$ cat config.mk
export PLATFORM = sky130hd
export DESIGN_NAME = banknote_dispense_allocator
export DESIGN_NICKNAME = d
export VERILOG_FILES = /design/src/rtl/bda_pkg.sv /design/src/rtl/banknote_dispense_allocator.sv /design/src/rtl/bda_sequencer.sv /design/src/rtl/bda_datapath.sv
export SDC_FILE = /design/constraint.sdc
export NUM_CORES = 2
export LEC_CHECK = 0
export BUFFER_PORTS_ARGS = -buffer_cell sky130_fd_sc_hd__clkbuf_2
export CORE_ASPECT_RATIO = 2
export CORE_MARGIN = 2
export CORE_UTILIZATION = 55
export CTS_BUF_LIST = sky130_fd_sc_hd__clkbuf_4
export CTS_CLUSTER_SIZE = 28
export DETAILED_ROUTE_END_ITERATION = 8
export PLACE_DENSITY = 0.72
export SLEW_MARGIN = 20
export SYNTH_ARGS = -nofsm -noshare
export SYNTH_HDL_FRONTEND = slang
export SYNTH_HIERARCHICAL = 1
export SYNTH_SLANG_ARGS = --single-unit
$ cat constraint.sdc
create_clock -name clk -period 14.4 [get_ports clk]
set_input_delay 0 -clock clk [delete_from_list [all_inputs] [get_ports clk]]
set_output_delay 0 -clock clk [all_outputs]
set_load 0.005 [all_outputs]
$ cat src/rtl/bda_pkg.sv
// Shared types, constants, note tables and microcode program for the note dispenser.
`timescale 1ns / 1ps
`default_nettype none

package bda_pkg;

  // Field and register widths
  localparam int KINDS   = 6;
  localparam int KIND_W  = 3;
  localparam int CNT_W   = 10;
  localparam int AMT_W   = 23;
  localparam int Q_W     = 17;
  localparam int REST_W  = 16;
  localparam int USED_W  = 11;
  localparam int FACE_W  = 13;
  localparam int UNIT_W  = 6;
  localparam int RECIP_W = 24;
  localparam int PROD_W  = AMT_W + RECIP_W;
  localparam int PC_W    = 5;
  localparam int OP_W    = 3;

  // Reciprocal shifts: amount / 100 uses 2^30, the per-note quotients in units of 100 use 2^22
  localparam int SH_AMT  = 30;
  localparam int SH_UNIT = 22;

  localparam logic [CNT_W-1:0]   CAPACITY   = 10'd1000;
  localparam logic [AMT_W-1:0]   MIN_AMOUNT = 23'd100;
  localparam logic [6:0]         HUNDRED    = 7'd100;
  localparam logic [RECIP_W-1:0] RECIP_100  = 24'd10737419;

  // Note kinds
  localparam logic [KIND_W-1:0] KIND_100  = 3'd0;
  localparam logic [KIND_W-1:0] KIND_200  = 3'd1;
  localparam logic [KIND_W-1:0] KIND_500  = 3'd2;
  localparam logic [KIND_W-1:0] KIND_1000 = 3'd3;
  localparam logic [KIND_W-1:0] KIND_2000 = 3'd4;
  localparam logic [KIND_W-1:0] KIND_5000 = 3'd5;

  // Result status codes
  localparam logic [1:0] ST_OK      = 2'd0;
  localparam logic [1:0] ST_INVALID = 2'd1;
  localparam logic [1:0] ST_NOCOMP  = 2'd2;
  localparam logic [1:0] ST_FULL    = 2'd3;

  // Command codes
  localparam logic CMD_WITHDRAW = 1'b0;
  localparam logic CMD_DEPOSIT  = 1'b1;

  // Datapath operations of one microcode step
  localparam logic [OP_W-1:0] OP_DISP   = 3'd0;  // clear result, branch on command
  localparam logic [OP_W-1:0] OP_QAMT   = 3'd1;  // q = amount / 100
  localparam logic [OP_W-1:0] OP_CHKAMT = 3'd2;  // check amount, branch out if bad
  localparam logic [OP_W-1:0] OP_QREST  = 3'd3;  // q = rest / unit(kind)
  localparam logic [OP_W-1:0] OP_TAKE   = 3'd4;  // take min(q, stock), reduce rest
  localparam logic [OP_W-1:0] OP_COMMIT = 3'd5;  // apply or drop the withdrawal
  localparam logic [OP_W-1:0] OP_DEP    = 3'd6;  // one-note deposit
  localparam logic [OP_W-1:0] OP_END    = 3'd7;  // hand result to output register

  // Program addresses that are jump targets
  localparam logic [PC_W-1:0] ADDR_DEP = 5'd16;
  localparam logic [PC_W-1:0] ADDR_END = 5'd17;

  typedef struct packed {
    logic              cmd;
    logic [AMT_W-1:0]  amount;
    logic [KIND_W-1:0] note_kind;
  } req_t;

  typedef struct packed {
    logic [1:0]       status;
    logic [CNT_W-1:0] out_100;
    logic [CNT_W-1:0] out_200;
    logic [CNT_W-1:0] out_500;
    logic [CNT_W-1:0] out_1000;
    logic [CNT_W-1:0] out_2000;
    logic [CNT_W-1:0] out_5000;
    logic [CNT_W-1:0] notes_left;
    logic [AMT_W-1:0] value_left;
  } rsp_t;

  // One control word of the program
  typedef struct packed {
    logic [OP_W-1:0]   op;
    logic [KIND_W-1:0] kind;
    logic [PC_W-1:0]   target;
  } uword_t;

  // Control from sequencer to datapath
  typedef struct packed {
    logic              en;
    logic [OP_W-1:0]   op;
    logic [KIND_W-1:0] kind;
  } ctl_t;

  // Face value of a note
  function automatic logic [FACE_W-1:0] face_value(input logic [KIND_W-1:0] kind);
    logic [FACE_W-1:0] f;
    unique case (kind)
      KIND_100:  f = 13'd100;
      KIND_200:  f = 13'd200;
      KIND_500:  f = 13'd500;
      KIND_1000: f = 13'd1000;
      KIND_2000: f = 13'd2000;
      KIND_5000: f = 13'd5000;
      default:   f = '0;
    endcase
    return f;
  endfunction

  // Face value in units of 100
  function automatic logic [UNIT_W-1:0] note_unit(input logic [KIND_W-1:0] kind);
    logic [UNIT_W-1:0] u;
    unique case (kind)
      KIND_100:  u = 6'd1;
      KIND_200:  u = 6'd2;
      KIND_500:  u = 6'd5;
      KIND_1000: u = 6'd10;
      KIND_2000: u = 6'd20;
      KIND_5000: u = 6'd50;
      default:   u = '0;
    endcase
    return u;
  endfunction

  // ceil(2^22 / unit): exact quotient for dividends below 2^16
  function automatic logic [RECIP_W-1:0] recip_unit(input logic [KIND_W-1:0] kind);
    logic [RECIP_W-1:0] m;
    unique case (kind)
      KIND_100:  m = 24'd4194304;
      KIND_200:  m = 24'd2097152;
      KIND_500:  m = 24'd838861;
      KIND_1000: m = 24'd419431;
      KIND_2000: m = 24'd209716;
      KIND_5000: m = 24'd83887;
      default:   m = '0;
    endcase
    return m;
  endfunction

  // Microcode program: withdraw at 1..15, deposit at ADDR_DEP, both end at ADDR_END
  function automatic uword_t ucode(input logic [PC_W-1:0] pc);
    uword_t w;
    w.op     = OP_END;
    w.kind   = KIND_100;
    w.target = ADDR_END;
    unique case (pc)
      5'd0:  begin w.op = OP_DISP;   w.target = ADDR_DEP; end
      5'd1:  w.op = OP_QAMT;
      5'd2:  w.op = OP_CHKAMT;
      5'd3:  begin w.op = OP_QREST;  w.kind = KIND_5000; end
      5'd4:  begin w.op = OP_TAKE;   w.kind = KIND_5000; end
      5'd5:  begin w.op = OP_QREST;  w.kind = KIND_2000; end
      5'd6:  begin w.op = OP_TAKE;   w.kind = KIND_2000; end
      5'd7:  begin w.op = OP_QREST;  w.kind = KIND_1000; end
      5'd8:  begin w.op = OP_TAKE;   w.kind = KIND_1000; end
      5'd9:  begin w.op = OP_QREST;  w.kind = KIND_500; end
      5'd10: begin w.op = OP_TAKE;   w.kind = KIND_500; end
      5'd11: begin w.op = OP_QREST;  w.kind = KIND_200; end
      5'd12: begin w.op = OP_TAKE;   w.kind = KIND_200; end
      5'd13: begin w.op = OP_QREST;  w.kind = KIND_100; end
      5'd14: begin w.op = OP_TAKE;   w.kind = KIND_100; end
      5'd15: w.op = OP_COMMIT;
      5'd16: w.op = OP_DEP;
      default: w.op = OP_END;
    endcase
    return w;
  endfunction

endpackage

`default_nettype wire

$ cat src/rtl/banknote_dispense_allocator.sv
// Top level of the note dispenser: request capture, sequencer, datapath, result register.
//
// Requests enter on req (valid/stall): a withdraw of an amount, or a one-note deposit.
// One result word per request leaves on rsp (valid/stall) with the status, the notes
// given per kind, and the note total and stored value after the request.
// A request is taken when req_valid is high and req_stall low; req_stall stays high
// while the microcode sequencer works on a request, one program step per cycle.
// A withdraw runs the full greedy pass (a reciprocal multiply and a take step per note
// kind, largest first) and a commit step, a rejected amount stops after the check step,
// a deposit runs one step; the next request is taken in the cycle after the handoff.
// The program's last step waits while the result register is full and stalled; a
// result waiting in that register does not block the next request from being taken.
// Reset empties the stock (all counts, total and value zero) and leaves the block
// idle with no result pending; a stalled result word holds until it is taken.
`timescale 1ns / 1ps
`default_nettype none

module banknote_dispense_allocator (
  input  wire logic          clk,
  input  wire logic          rst,
  input  wire logic          req_valid,
  output logic               req_stall,
  input  wire bda_pkg::req_t req,
  output logic               rsp_valid,
  input  wire logic          rsp_stall,
  output bda_pkg::rsp_t      rsp
);
  import bda_pkg::*;

  req_t  req_q;
  rsp_t  result;
  ctl_t  ctl;
  logic  busy;
  logic  start;
  logic  emit;
  logic  jump;
  logic  out_free;

  assign req_stall = busy;
  assign start     = req_valid && !busy;
  assign out_free  = !rsp_valid || !rsp_stall;

  // Request capture
  always_ff @(posedge clk) begin
    if (start) req_q <= req;
  end

  bda_sequencer u_seq (
    .clk      (clk),
    .rst      (rst),
    .start    (start),
    .jump     (jump),
    .out_free (out_free),
    .ctl      (ctl),
    .busy     (busy),
    .emit     (emit)
  );

  bda_datapath u_dp (
    .clk    (clk),
    .rst    (rst),
    .ctl    (ctl),
    .req    (req_q),
    .jump   (jump),
    .result (result)
  );

  // Result register
  always_ff @(posedge clk) begin
    if (rst) begin
      rsp_valid <= 1'b0;
    end else if (emit) begin
      rsp_valid <= 1'b1;
    end else if (!rsp_stall) begin
      rsp_valid <= 1'b0;
    end
  end

  always_ff @(posedge clk) begin
    if (emit) rsp <= result;
  end

endmodule

`default_nettype wire

$ cat src/rtl/bda_sequencer.sv
// Microcode sequencer: step counter, program lookup and jumps.
`timescale 1ns / 1ps
`default_nettype none

module bda_sequencer (
  input  wire logic    clk,
  input  wire logic    rst,
  input  wire logic    start,
  input  wire logic    jump,
  input  wire logic    out_free,
  output bda_pkg::ctl_t ctl,
  output logic         busy,
  output logic         emit
);
  import bda_pkg::*;

  logic [PC_W-1:0] pc;
  logic [PC_W-1:0] pc_next;
  logic            busy_next;
  uword_t          uw;

  assign uw = ucode(pc);

  // Control word to the datapath
  always_comb begin
    ctl.en   = busy;
    ctl.op   = uw.op;
    ctl.kind = uw.kind;
  end

  // Final step hands off once the output register can take the word
  assign emit = busy && (uw.op == OP_END) && out_free;

  // Next step
  always_comb begin
    pc_next   = pc;
    busy_next = busy;
    if (start) begin
      busy_next = 1'b1;
      pc_next   = '0;
    end else if (busy) begin
      if (uw.op == OP_END) begin
        if (out_free) busy_next = 1'b0;
      end else begin
        pc_next = jump ? uw.target : pc + 1'b1;
      end
    end
  end

  always_ff @(posedge clk) begin
    if (rst) begin
      busy <= 1'b0;
      pc   <= '0;
    end else begin
      busy <= busy_next;
      pc   <= pc_next;
    end
  end

`ifndef SYNTHESIS
  a_pc_in_program: assert property (@(posedge clk) disable iff (rst)
    busy |-> pc <= ADDR_END)
    else $error("step counter left the program");

  a_start_when_idle: assert property (@(posedge clk) disable iff (rst)
    start |-> !busy)
    else $error("request started while sequencer busy");

  a_emit_ends_run: assert property (@(posedge clk) disable iff (rst)
    emit |=> !busy)
    else $error("sequencer still busy after result handoff");
`endif

endmodule

`default_nettype wire

$ cat src/rtl/bda_datapath.sv
// Datapath: note stock, reciprocal divider, greedy take and commit logic.
`timescale 1ns / 1ps
`default_nettype none

module bda_datapath (
  input  wire logic           clk,
  input  wire logic           rst,
  input  wire bda_pkg::ctl_t  ctl,
  input  wire bda_pkg::req_t  req,
  output logic                jump,
  output bda_pkg::rsp_t       result
);
  import bda_pkg::*;

  // Stored state
  logic [CNT_W-1:0]  stock [KINDS];
  logic [CNT_W-1:0]  total;
  logic [AMT_W-1:0]  value;

  // Working registers
  logic [Q_W-1:0]    q;
  logic [REST_W-1:0] rest;
  logic [CNT_W-1:0]  given [KINDS];
  logic [USED_W-1:0] used;
  logic [1:0]        status;

  logic [AMT_W-1:0]   mul_x;
  logic [RECIP_W-1:0] mul_m;
  logic [PROD_W-1:0]  prod;
  logic [Q_W-1:0]     q_prod;
  logic [AMT_W:0]     amt_x100;
  logic               amt_bad;
  logic [KIND_W-1:0]  sel_kind;
  logic [CNT_W-1:0]   stock_sel;
  logic [CNT_W-1:0]   take;
  logic [REST_W-1:0]  take_val;
  logic               dep_ok;

  // Reciprocal multiply: amount / 100 or rest / unit
  always_comb begin
    if (ctl.op == OP_QAMT) begin
      mul_x = req.amount;
      mul_m = RECIP_100;
    end else begin
      mul_x = {{(AMT_W-REST_W){1'b0}}, rest};
      mul_m = recip_unit(ctl.kind);
    end
  end

  assign prod   = {{RECIP_W{1'b0}}, mul_x} * {{AMT_W{1'b0}}, mul_m};
  assign q_prod = (ctl.op == OP_QAMT) ? prod[SH_AMT +: Q_W] : prod[SH_UNIT +: Q_W];

  // Amount check: multiple of 100, at least 100, covered by stored value
  assign amt_x100 = {{(AMT_W+1-Q_W){1'b0}}, q} * {{(AMT_W+1-7){1'b0}}, HUNDRED};
  assign amt_bad  = (amt_x100 != {1'b0, req.amount}) || (req.amount < MIN_AMOUNT) ||
                    (req.amount > value);

  // Stock read port for the take and deposit steps
  assign sel_kind  = (ctl.op == OP_DEP) ? req.note_kind : ctl.kind;
  assign stock_sel = stock[sel_kind];

  // Greedy take for one note kind
  assign take     = (q > {{(Q_W-CNT_W){1'b0}}, stock_sel}) ? stock_sel : q[CNT_W-1:0];
  assign take_val = {{UNIT_W{1'b0}}, take} * {{CNT_W{1'b0}}, note_unit(ctl.kind)};

  assign dep_ok = (total < CAPACITY) && (req.note_kind <= KIND_5000);

  // Branch condition of the current step
  always_comb begin
    unique case (ctl.op)
      OP_DISP:   jump = (req.cmd == CMD_DEPOSIT);
      OP_CHKAMT: jump = amt_bad;
      OP_COMMIT: jump = 1'b1;
      OP_DEP:    jump = 1'b1;
      default:   jump = 1'b0;
    endcase
  end

  // Stock, note total and stored value
  always_ff @(posedge clk) begin
    if (rst) begin
      for (int k = 0; k < KINDS; k++) stock[k] <= '0;
      total <= '0;
      value <= '0;
    end else if (ctl.en) begin
      if (ctl.op == OP_COMMIT && rest == '0) begin
        for (int k = 0; k < KINDS; k++) stock[k] <= stock[k] - given[k];
        total <= ({1'b0, total} >= used) ? total - used[CNT_W-1:0] : '0;
        value <= value - req.amount;
      end else if (ctl.op == OP_DEP && dep_ok) begin
        stock[sel_kind] <= stock_sel + 1'b1;
        total           <= total + 1'b1;
        value           <= value + {{(AMT_W-FACE_W){1'b0}}, face_value(sel_kind)};
      end
    end
  end

  // Working registers for one request
  always_ff @(posedge clk) begin
    if (ctl.en) begin
      unique case (ctl.op)
        OP_DISP: begin
          for (int k = 0; k < KINDS; k++) given[k] <= '0;
          used   <= '0;
          status <= ST_OK;
        end
        OP_QAMT:  q <= q_prod;
        OP_QREST: q <= q_prod;
        OP_CHKAMT: begin
          if (amt_bad) status <= ST_INVALID;
          else rest <= q[REST_W-1:0];
        end
        OP_TAKE: begin
          given[ctl.kind] <= take;
          rest            <= rest - take_val;
          used            <= used + {1'b0, take};
        end
        OP_COMMIT: begin
          if (rest != '0) begin
            status <= ST_NOCOMP;
            for (int k = 0; k < KINDS; k++) given[k] <= '0;
          end
        end
        OP_DEP: begin
          if (total >= CAPACITY) status <= ST_FULL;
          else if (req.note_kind > KIND_5000) status <= ST_INVALID;
        end
        OP_END: begin
        end
        default: begin
        end
      endcase
    end
  end

  // Result word
  always_comb begin
    result.status     = status;
    result.out_100    = given[KIND_100];
    result.out_200    = given[KIND_200];
    result.out_500    = given[KIND_500];
    result.out_1000   = given[KIND_1000];
    result.out_2000   = given[KIND_2000];
    result.out_5000   = given[KIND_5000];
    result.notes_left = total;
    result.value_left = value;
  end

`ifndef SYNTHESIS
  a_total_capped: assert property (@(posedge clk) disable iff (rst)
    total <= CAPACITY)
    else $error("note total above capacity");

  a_used_in_stock: assert property (@(posedge clk) disable iff (rst)
    (ctl.en && ctl.op == OP_COMMIT) |-> used <= {1'b0, total})
    else $error("greedy pass took more notes than stored");

  a_commit_ok: assert property (@(posedge clk) disable iff (rst)
    (ctl.en && ctl.op == OP_COMMIT && rest == '0) |=> status == ST_OK)
    else $error("covered withdrawal not reported ok");
`endif

endmodule

`default_nettype wire

# ---- Word level (Yosys, flattened, before mapping)
# Memories as Yosys holds them, arrays and structs flattened. A register that Yosys moved wholly into a read port is not among the register bits.
# Index checks and enable logic that the tools add are counted.
dict set report op_classes {
  add_sub_neg 14
  multipliers 3
  n_div 0
  magnitude_cmp 8
  n_eq_ne 39
  n_shift 0
  muxes 75
  bitwise_logic 13
  n_reduce_logical 40
}
# op count
set ops {}
lappend ops {{10-bit two-way mux} 18}
lappend ops {{23-bit one-hot mux with 6 select lines} 1}
lappend ops {{13-bit one-hot mux with 6 select lines} 1}
lappend ops {{10-bit subtractor} 7}
lappend ops {{23-bit two-way mux} 3}
lappend ops {{13-bit two-way mux} 4}
lappend ops {{23-bit by 24-bit multiplier with 47-bit output} 1}
lappend ops {{5-bit by 4-bit == test with 1-bit output (second input constant)} 8}
lappend ops {{6-bit one-hot mux with 6 select lines} 1}
lappend ops {{16-bit one-hot mux with 2 select lines} 1}
lappend ops {{1-bit two-way mux} 30}
lappend ops {{3-bit == test (second input constant)} 8}
lappend ops {{24-bit two-way mux} 1}
lappend ops {{24-bit by 23-bit != test with 1-bit output} 1}
lappend ops {{23-bit by 13-bit adder with 23-bit output} 1}
lappend ops {{23-bit > comparator} 1}
lappend ops {{23-bit by 7-bit < comparator with 1-bit output (second input constant)} 1}
lappend ops {{23-bit subtractor} 1}
lappend ops {{17-bit by 5-bit multiplier with 22-bit output (second input constant)} 1}
lappend ops {{11-bit one-hot mux with 2 select lines} 1}
lappend ops {{3-bit one-hot mux with 7 select lines} 1}
lappend ops {{10-bit by 1-bit adder with 10-bit output (second input constant)} 2}
lappend ops {{5-bit by 3-bit == test with 1-bit output (second input constant)} 4}
lappend ops {{10-bit OR reduction} 2}
lappend ops {{42 further kinds} 92}
dict set report totals {
  ff_bits 148
  latch_bits 0
  mem_bits_rw 120
  mem_bits_ro 0
  in_bits 31
  output_inout_bits 97
  mem_count 2
}
# name words width read_ports rd_ports_with_merged_regs wr line
set memory_table {}
lappend memory_table {u_dp.given 6 10 12 6 6 bda_datapath.sv:23} ;# logic [CNT_W-1:0] given [KINDS];
lappend memory_table {u_dp.stock 6 10 7 0 6 bda_datapath.sv:16} ;# logic [CNT_W-1:0] stock [KINDS];

# ---- Logic depth before layout (Yosys ltp)
dict set report logic_depth {
  ltp_word 14
  mapped_depth 43
  ltp_nobuf 39
}

# ---- Hierarchy
# Netlist, hierarchy kept.
# mod instances cells_each area_each_um2 seq_area_each_um2
set by_module_without_submodules {}
lappend by_module_without_submodules {bda_datapath 1 3927 35255.1 6246.0}
lappend by_module_without_submodules {banknote_dispense_allocator 1 127 3702.3 3683.5}
lappend by_module_without_submodules {bda_sequencer 1 96 701.9 120.1}

# ---- Worst setup path before layout
# Ideal clock, no wire load.
dict set report synth_timing {
  path_type {flip-flop to flip-flop}
  start {register u_seq.pc[0]}
  end {register u_dp.q[9], data pin}
  setup_ps 270
  arrival_ps 9176
  required_ps 14130
  slack_ps 4953
  stages_incl_launch_ff 35
  period_less_slack_ps 9447
  cell_sequence {dfxtp_1 -> ha_1 -> and3_1 -> ha_1 -> nor2_1 -> nand3_4 -> nand3_1 -> clkbuf_1 -> nor3b_2 -> clkbuf_1 -> clkbuf_1 -> clkbuf_1 -> nand2_1 -> fa_1 -> inv_1 -> fa_1 -> fa_1 -> fa_1 -> fa_1 -> fa_1 -> inv_1 -> fa_1 -> inv_1 -> ha_1 -> a21o_1 -> a21o_1 -> a21o_1 -> a21o_1 -> a21oi_1 -> o21ai_0 -> o21bai_1 -> a211oi_1 -> or3_1 -> xnor2_1 -> o21ai_0}
}
# element line
set synth_rtl {}
lappend synth_rtl {{from (decl)} bda_sequencer.sv:17} ;# logic [PC_W-1:0] pc;
lappend synth_rtl {{from (signal assigned)} bda_sequencer.sv:56} ;# pc <= pc_next;
lappend synth_rtl {{to (signal assigned)} bda_datapath.sv:107} ;# OP_QAMT: q <= q_prod;
lappend synth_rtl {{to (signal assigned)} bda_datapath.sv:108} ;# OP_QREST: q <= q_prod;
lappend synth_rtl {{to (decl)} bda_datapath.sv:21} ;# logic [Q_W-1:0] q;

==> metrics.yaml <==
clk-insertion-delay-late_ns: 0.83
detail_route.drc_violations: 0
drt_iter0_drc: 2334
worstSetupEndpointType: "flip-flop"
floorplan_die_width_microns: 194
detailed_place_hpwl_microns: 121000
synth_compound_gate_area_share_pct: 10.9
worst_tran_pin_value_ns: 1.23
ys_async_rst_share_pct: 0
cell_family_contributing_the_most_delay_on_the_critical_path: "adder cells"
yosys_most_used_dff: "edfxtp_1"
p_per_area_mw_per_mm2: 221
largest_stage_delay_on_the_critical_path_ns: 0.90
postPlaceCellArea_sq_mm: 0.0418
p_total_mw: 9.58
place_congestion: 1.08
power_leakage_nw: 21.0
detail_route.wl_per_cell_microns: 27.5
run_status: "finished clean"
grt_start_max_net_pins: 70
postCtsSetupBuffers: 0
number_of_different_library_cells_in_the_post_synthesis_netlist: 92
slowest_cp_cell: "a21oi_1"
report.final.slew_viol_count: 0
maxCapViolCount: 0
cts_max_level: 3
drive_above_1_share_pct: 8.03
drt.antenna.violating_nets: 0
tritoncts_num_sinks: 348
synth_xor_xnor_area_share_pct: 3.67
finalCriticalPeriod_ns: 11.68
tritoncts_clock_tree: "done"
core_area_sq_mm: 0.0717
globalRoute.totalOverflow: 0
core_util_final_pct: 60.6
cts-root-buf: "clkbuf_4"
top_area_cell_type_share_of_the_netlist_area_pct: 25.1
critPathLaunchType: "flip-flop"
clk_pin_slew_worst_paths_ns: 0.10
number_of_warning_messages_in_the_yosys_log: 6
synth_top_cells_by_area: "fa_1 25%, edfxtp_1 23%, ha_1 13%"
grt_first_pass_wirelength_microns: 218000
route.vias.total: 32300
max_fo_critical_path: 18
pin_count: 128
synthesis.area_per_instance_sq_um: 9.56
synth_enable_flop_cells: 308
grt_antenna_before_repair: 9
finalWirelength_microns: 149000
rsz0062_at_grt: "false"
hold-worst-slack_ns: 0.281
fp-row-count: 139
port-buffer-count: 127
timing.final.crit_share_pct: 81.1
die_h_microns: 384
worst_ep_required_time_ns: 14.93
holdCritPathClass: "in2reg"
synth.largest_area_cell: "fa_1"
numCtsBuffers: 73
synth.mux.area_fraction_pct: 0.498
yosys_reg_bits: 348
final_instance_area_sq_mm: 0.0434
vdd.ir_drop.worst_v: 0.000577
headroom_to_the_max_slew_limit_pct: 17.9
synthToLayoutAreaGrowth_pct: 9.44
totalNegativeSetupSlack_ns: 0
synth.yosys.seq_area_share_pct: 25.3
clk_path_buf_depth: 3
groute.usage.overall_pct: 40.9
yosysMostFrequentCell: "inv_1"
criticalPathCategory: "reg2reg"
synth_top_family_by_area: "adder cells"
max_clock_freq_mhz: 85.6
netlist_top_cells_count: "891 x inv_1, 498 x fa_1, 411 x ha_1"
synth_simple_gate_area_share_pct: 11.7
via_count_of_the_first_global_routing_pass: 34800
netlist_area_sq_mm: 0.0397
synth-adder-area-share_pct: 38.2
critical_path.n_buffers_inverters: 6
fin_nets: 5376
hold_violations: 0
worst_path_most_repeated_cell: "fa_1"
drt_pass1_iterations: 6
n_fill_cell: 6429
route.detailed.vias_per_inst: 5.97
timing.critical_path.arrival_ns: 12.21
synth_cells: 4150
start_util_pct: 55.3
finalSetupViolCount: 0
floorplan.die_area_sq_mm: 0.0744
fin_worst_skew_ns: 0.0558
-- routing by layer --
| layer | track usage [%] | up-vias | part of all wire (%) |
|---|---|---|---|
| li1 | - | 14000 | - |
| met1 | 35.9 | 15800 | 29 |
| met2 | 73.4 | 1623 | 51 |
| met3 | 8.27 | 812 | 6.5 |
| met4 | 44.9 | 10 | 14 |
| met5 | 0 | - | 0.044 |
-- placed cells by master, fill, tap and decap left out, types with 30 or more instances in the layout --
cell type | synthesis | layout
fa_1 | 498 | 498
nand2b_1 | 30 | 30
conb_1 | 2 | 90
nand3_1 | 38 | 38
dlygate4sd3_1 | 0 | 60
inv_1 | 891 | 891
a211oi_1 | 30 | 30
xor2_1 | 48 | 47
buf_4 | 3 | 53
clkbuf_4 | 1 | 102
nand4_1 | 31 | 31
clkbuf_2 | 0 | 127
nor3_1 | 52 | 49
o21ai_0 | 116 | 114
nand2_1 | 389 | 389
a21oi_1 | 154 | 153
nor2_1 | 338 | 338
xnor2_1 | 118 | 113
o22ai_1 | 67 | 67
dfxtp_1 | 40 | 40
ha_1 | 411 | 411
a21o_1 | 73 | 73
edfxtp_1 | 308 | 308
-- metrics by stage --
| stage | worst slack [ns] | std cells |
|---|---|---|
| detailed placement | 3.02 | 5216 |
| finish | 2.72 | 5413 |
| floorplan | 4.95 | 4238 |
| global route | 2.31 | 5410 |
| CTS | 2.95 | 5408 |
| global placement | 3.03 | 5216 |
-- area by class of cell --
| class | count | area [sq um] | share of cell area, % |
|---|---|---|---|
| multi-input combinational | 2879 | 26200 | 60.4 |
| sequential | 348 | 10000 | 23.2 |
| inverter | 893 | 3350 | 7.72 |
| timing repair buffer | 241 | 1640 | 3.78 |
| tap | 916 | 1150 | 2.64 |
| clock buffer | 101 | 758 | 1.75 |
| clock inverter | 31 | 231 | 0.533 |
| antenna | 4 | 10.0 | 0.0231 |
-- cell families after synthesis --
| group | count (synthesis) |
|---|---|
| buf+inv | 1011 |
| flops | 348 |
| simple gates | 1035 |
| other cells | 2 |
| xor+xnor | 166 |
| fa+ha+maj | 912 |
| compound gates | 658 |
| mux | 18 |
-- worst min-delay path: stages --
cell and delay [ns]:
dlygate4sd3_1 0.53, clkbuf_2 0.10, nor2b_4 0.25
-- registers in the layout, indices dropped and copies added (netlist names) --
register / count
req_q: 27
rsp: 95
rsp_valid: 1
u_dp/given: 60
u_dp/q: 17
u_dp/rest: 16
u_dp/status: 2
u_dp/stock: 80
u_dp/total: 10
u_dp/used: 11
u_dp/value: 23
u_seq/busy: 1
u_seq/pc: 5
-- where the power goes --
part	switching [mW]	internal, mW	total (mW)
clock	0.424	0.386	0.811
sequential	0.0991	1.35	1.45
combinational	4.54	2.78	7.32
-- what timing repair did --
action                     in CTS  in global routing
hold buffers                   60                  0
hold endpoints to repair       78                  0
setup endpoints to repair       0                  0
gates resized for setup         0                  0
-- path summary, 6_finish.rpt --
check	start	end	slack (ns)	cells past startpoint
max	u_seq/pc[1]	u_dp/q[0]	2.72	35
min	req_valid	req_q[21]	0.28	3
max reg2reg	u_seq/pc[1]	u_dp/q[0]	2.72	35
min reg2reg	u_dp/status[0]	rsp[93]	0.44	0
Note: power is estimated with default switching activity, not from simulation.
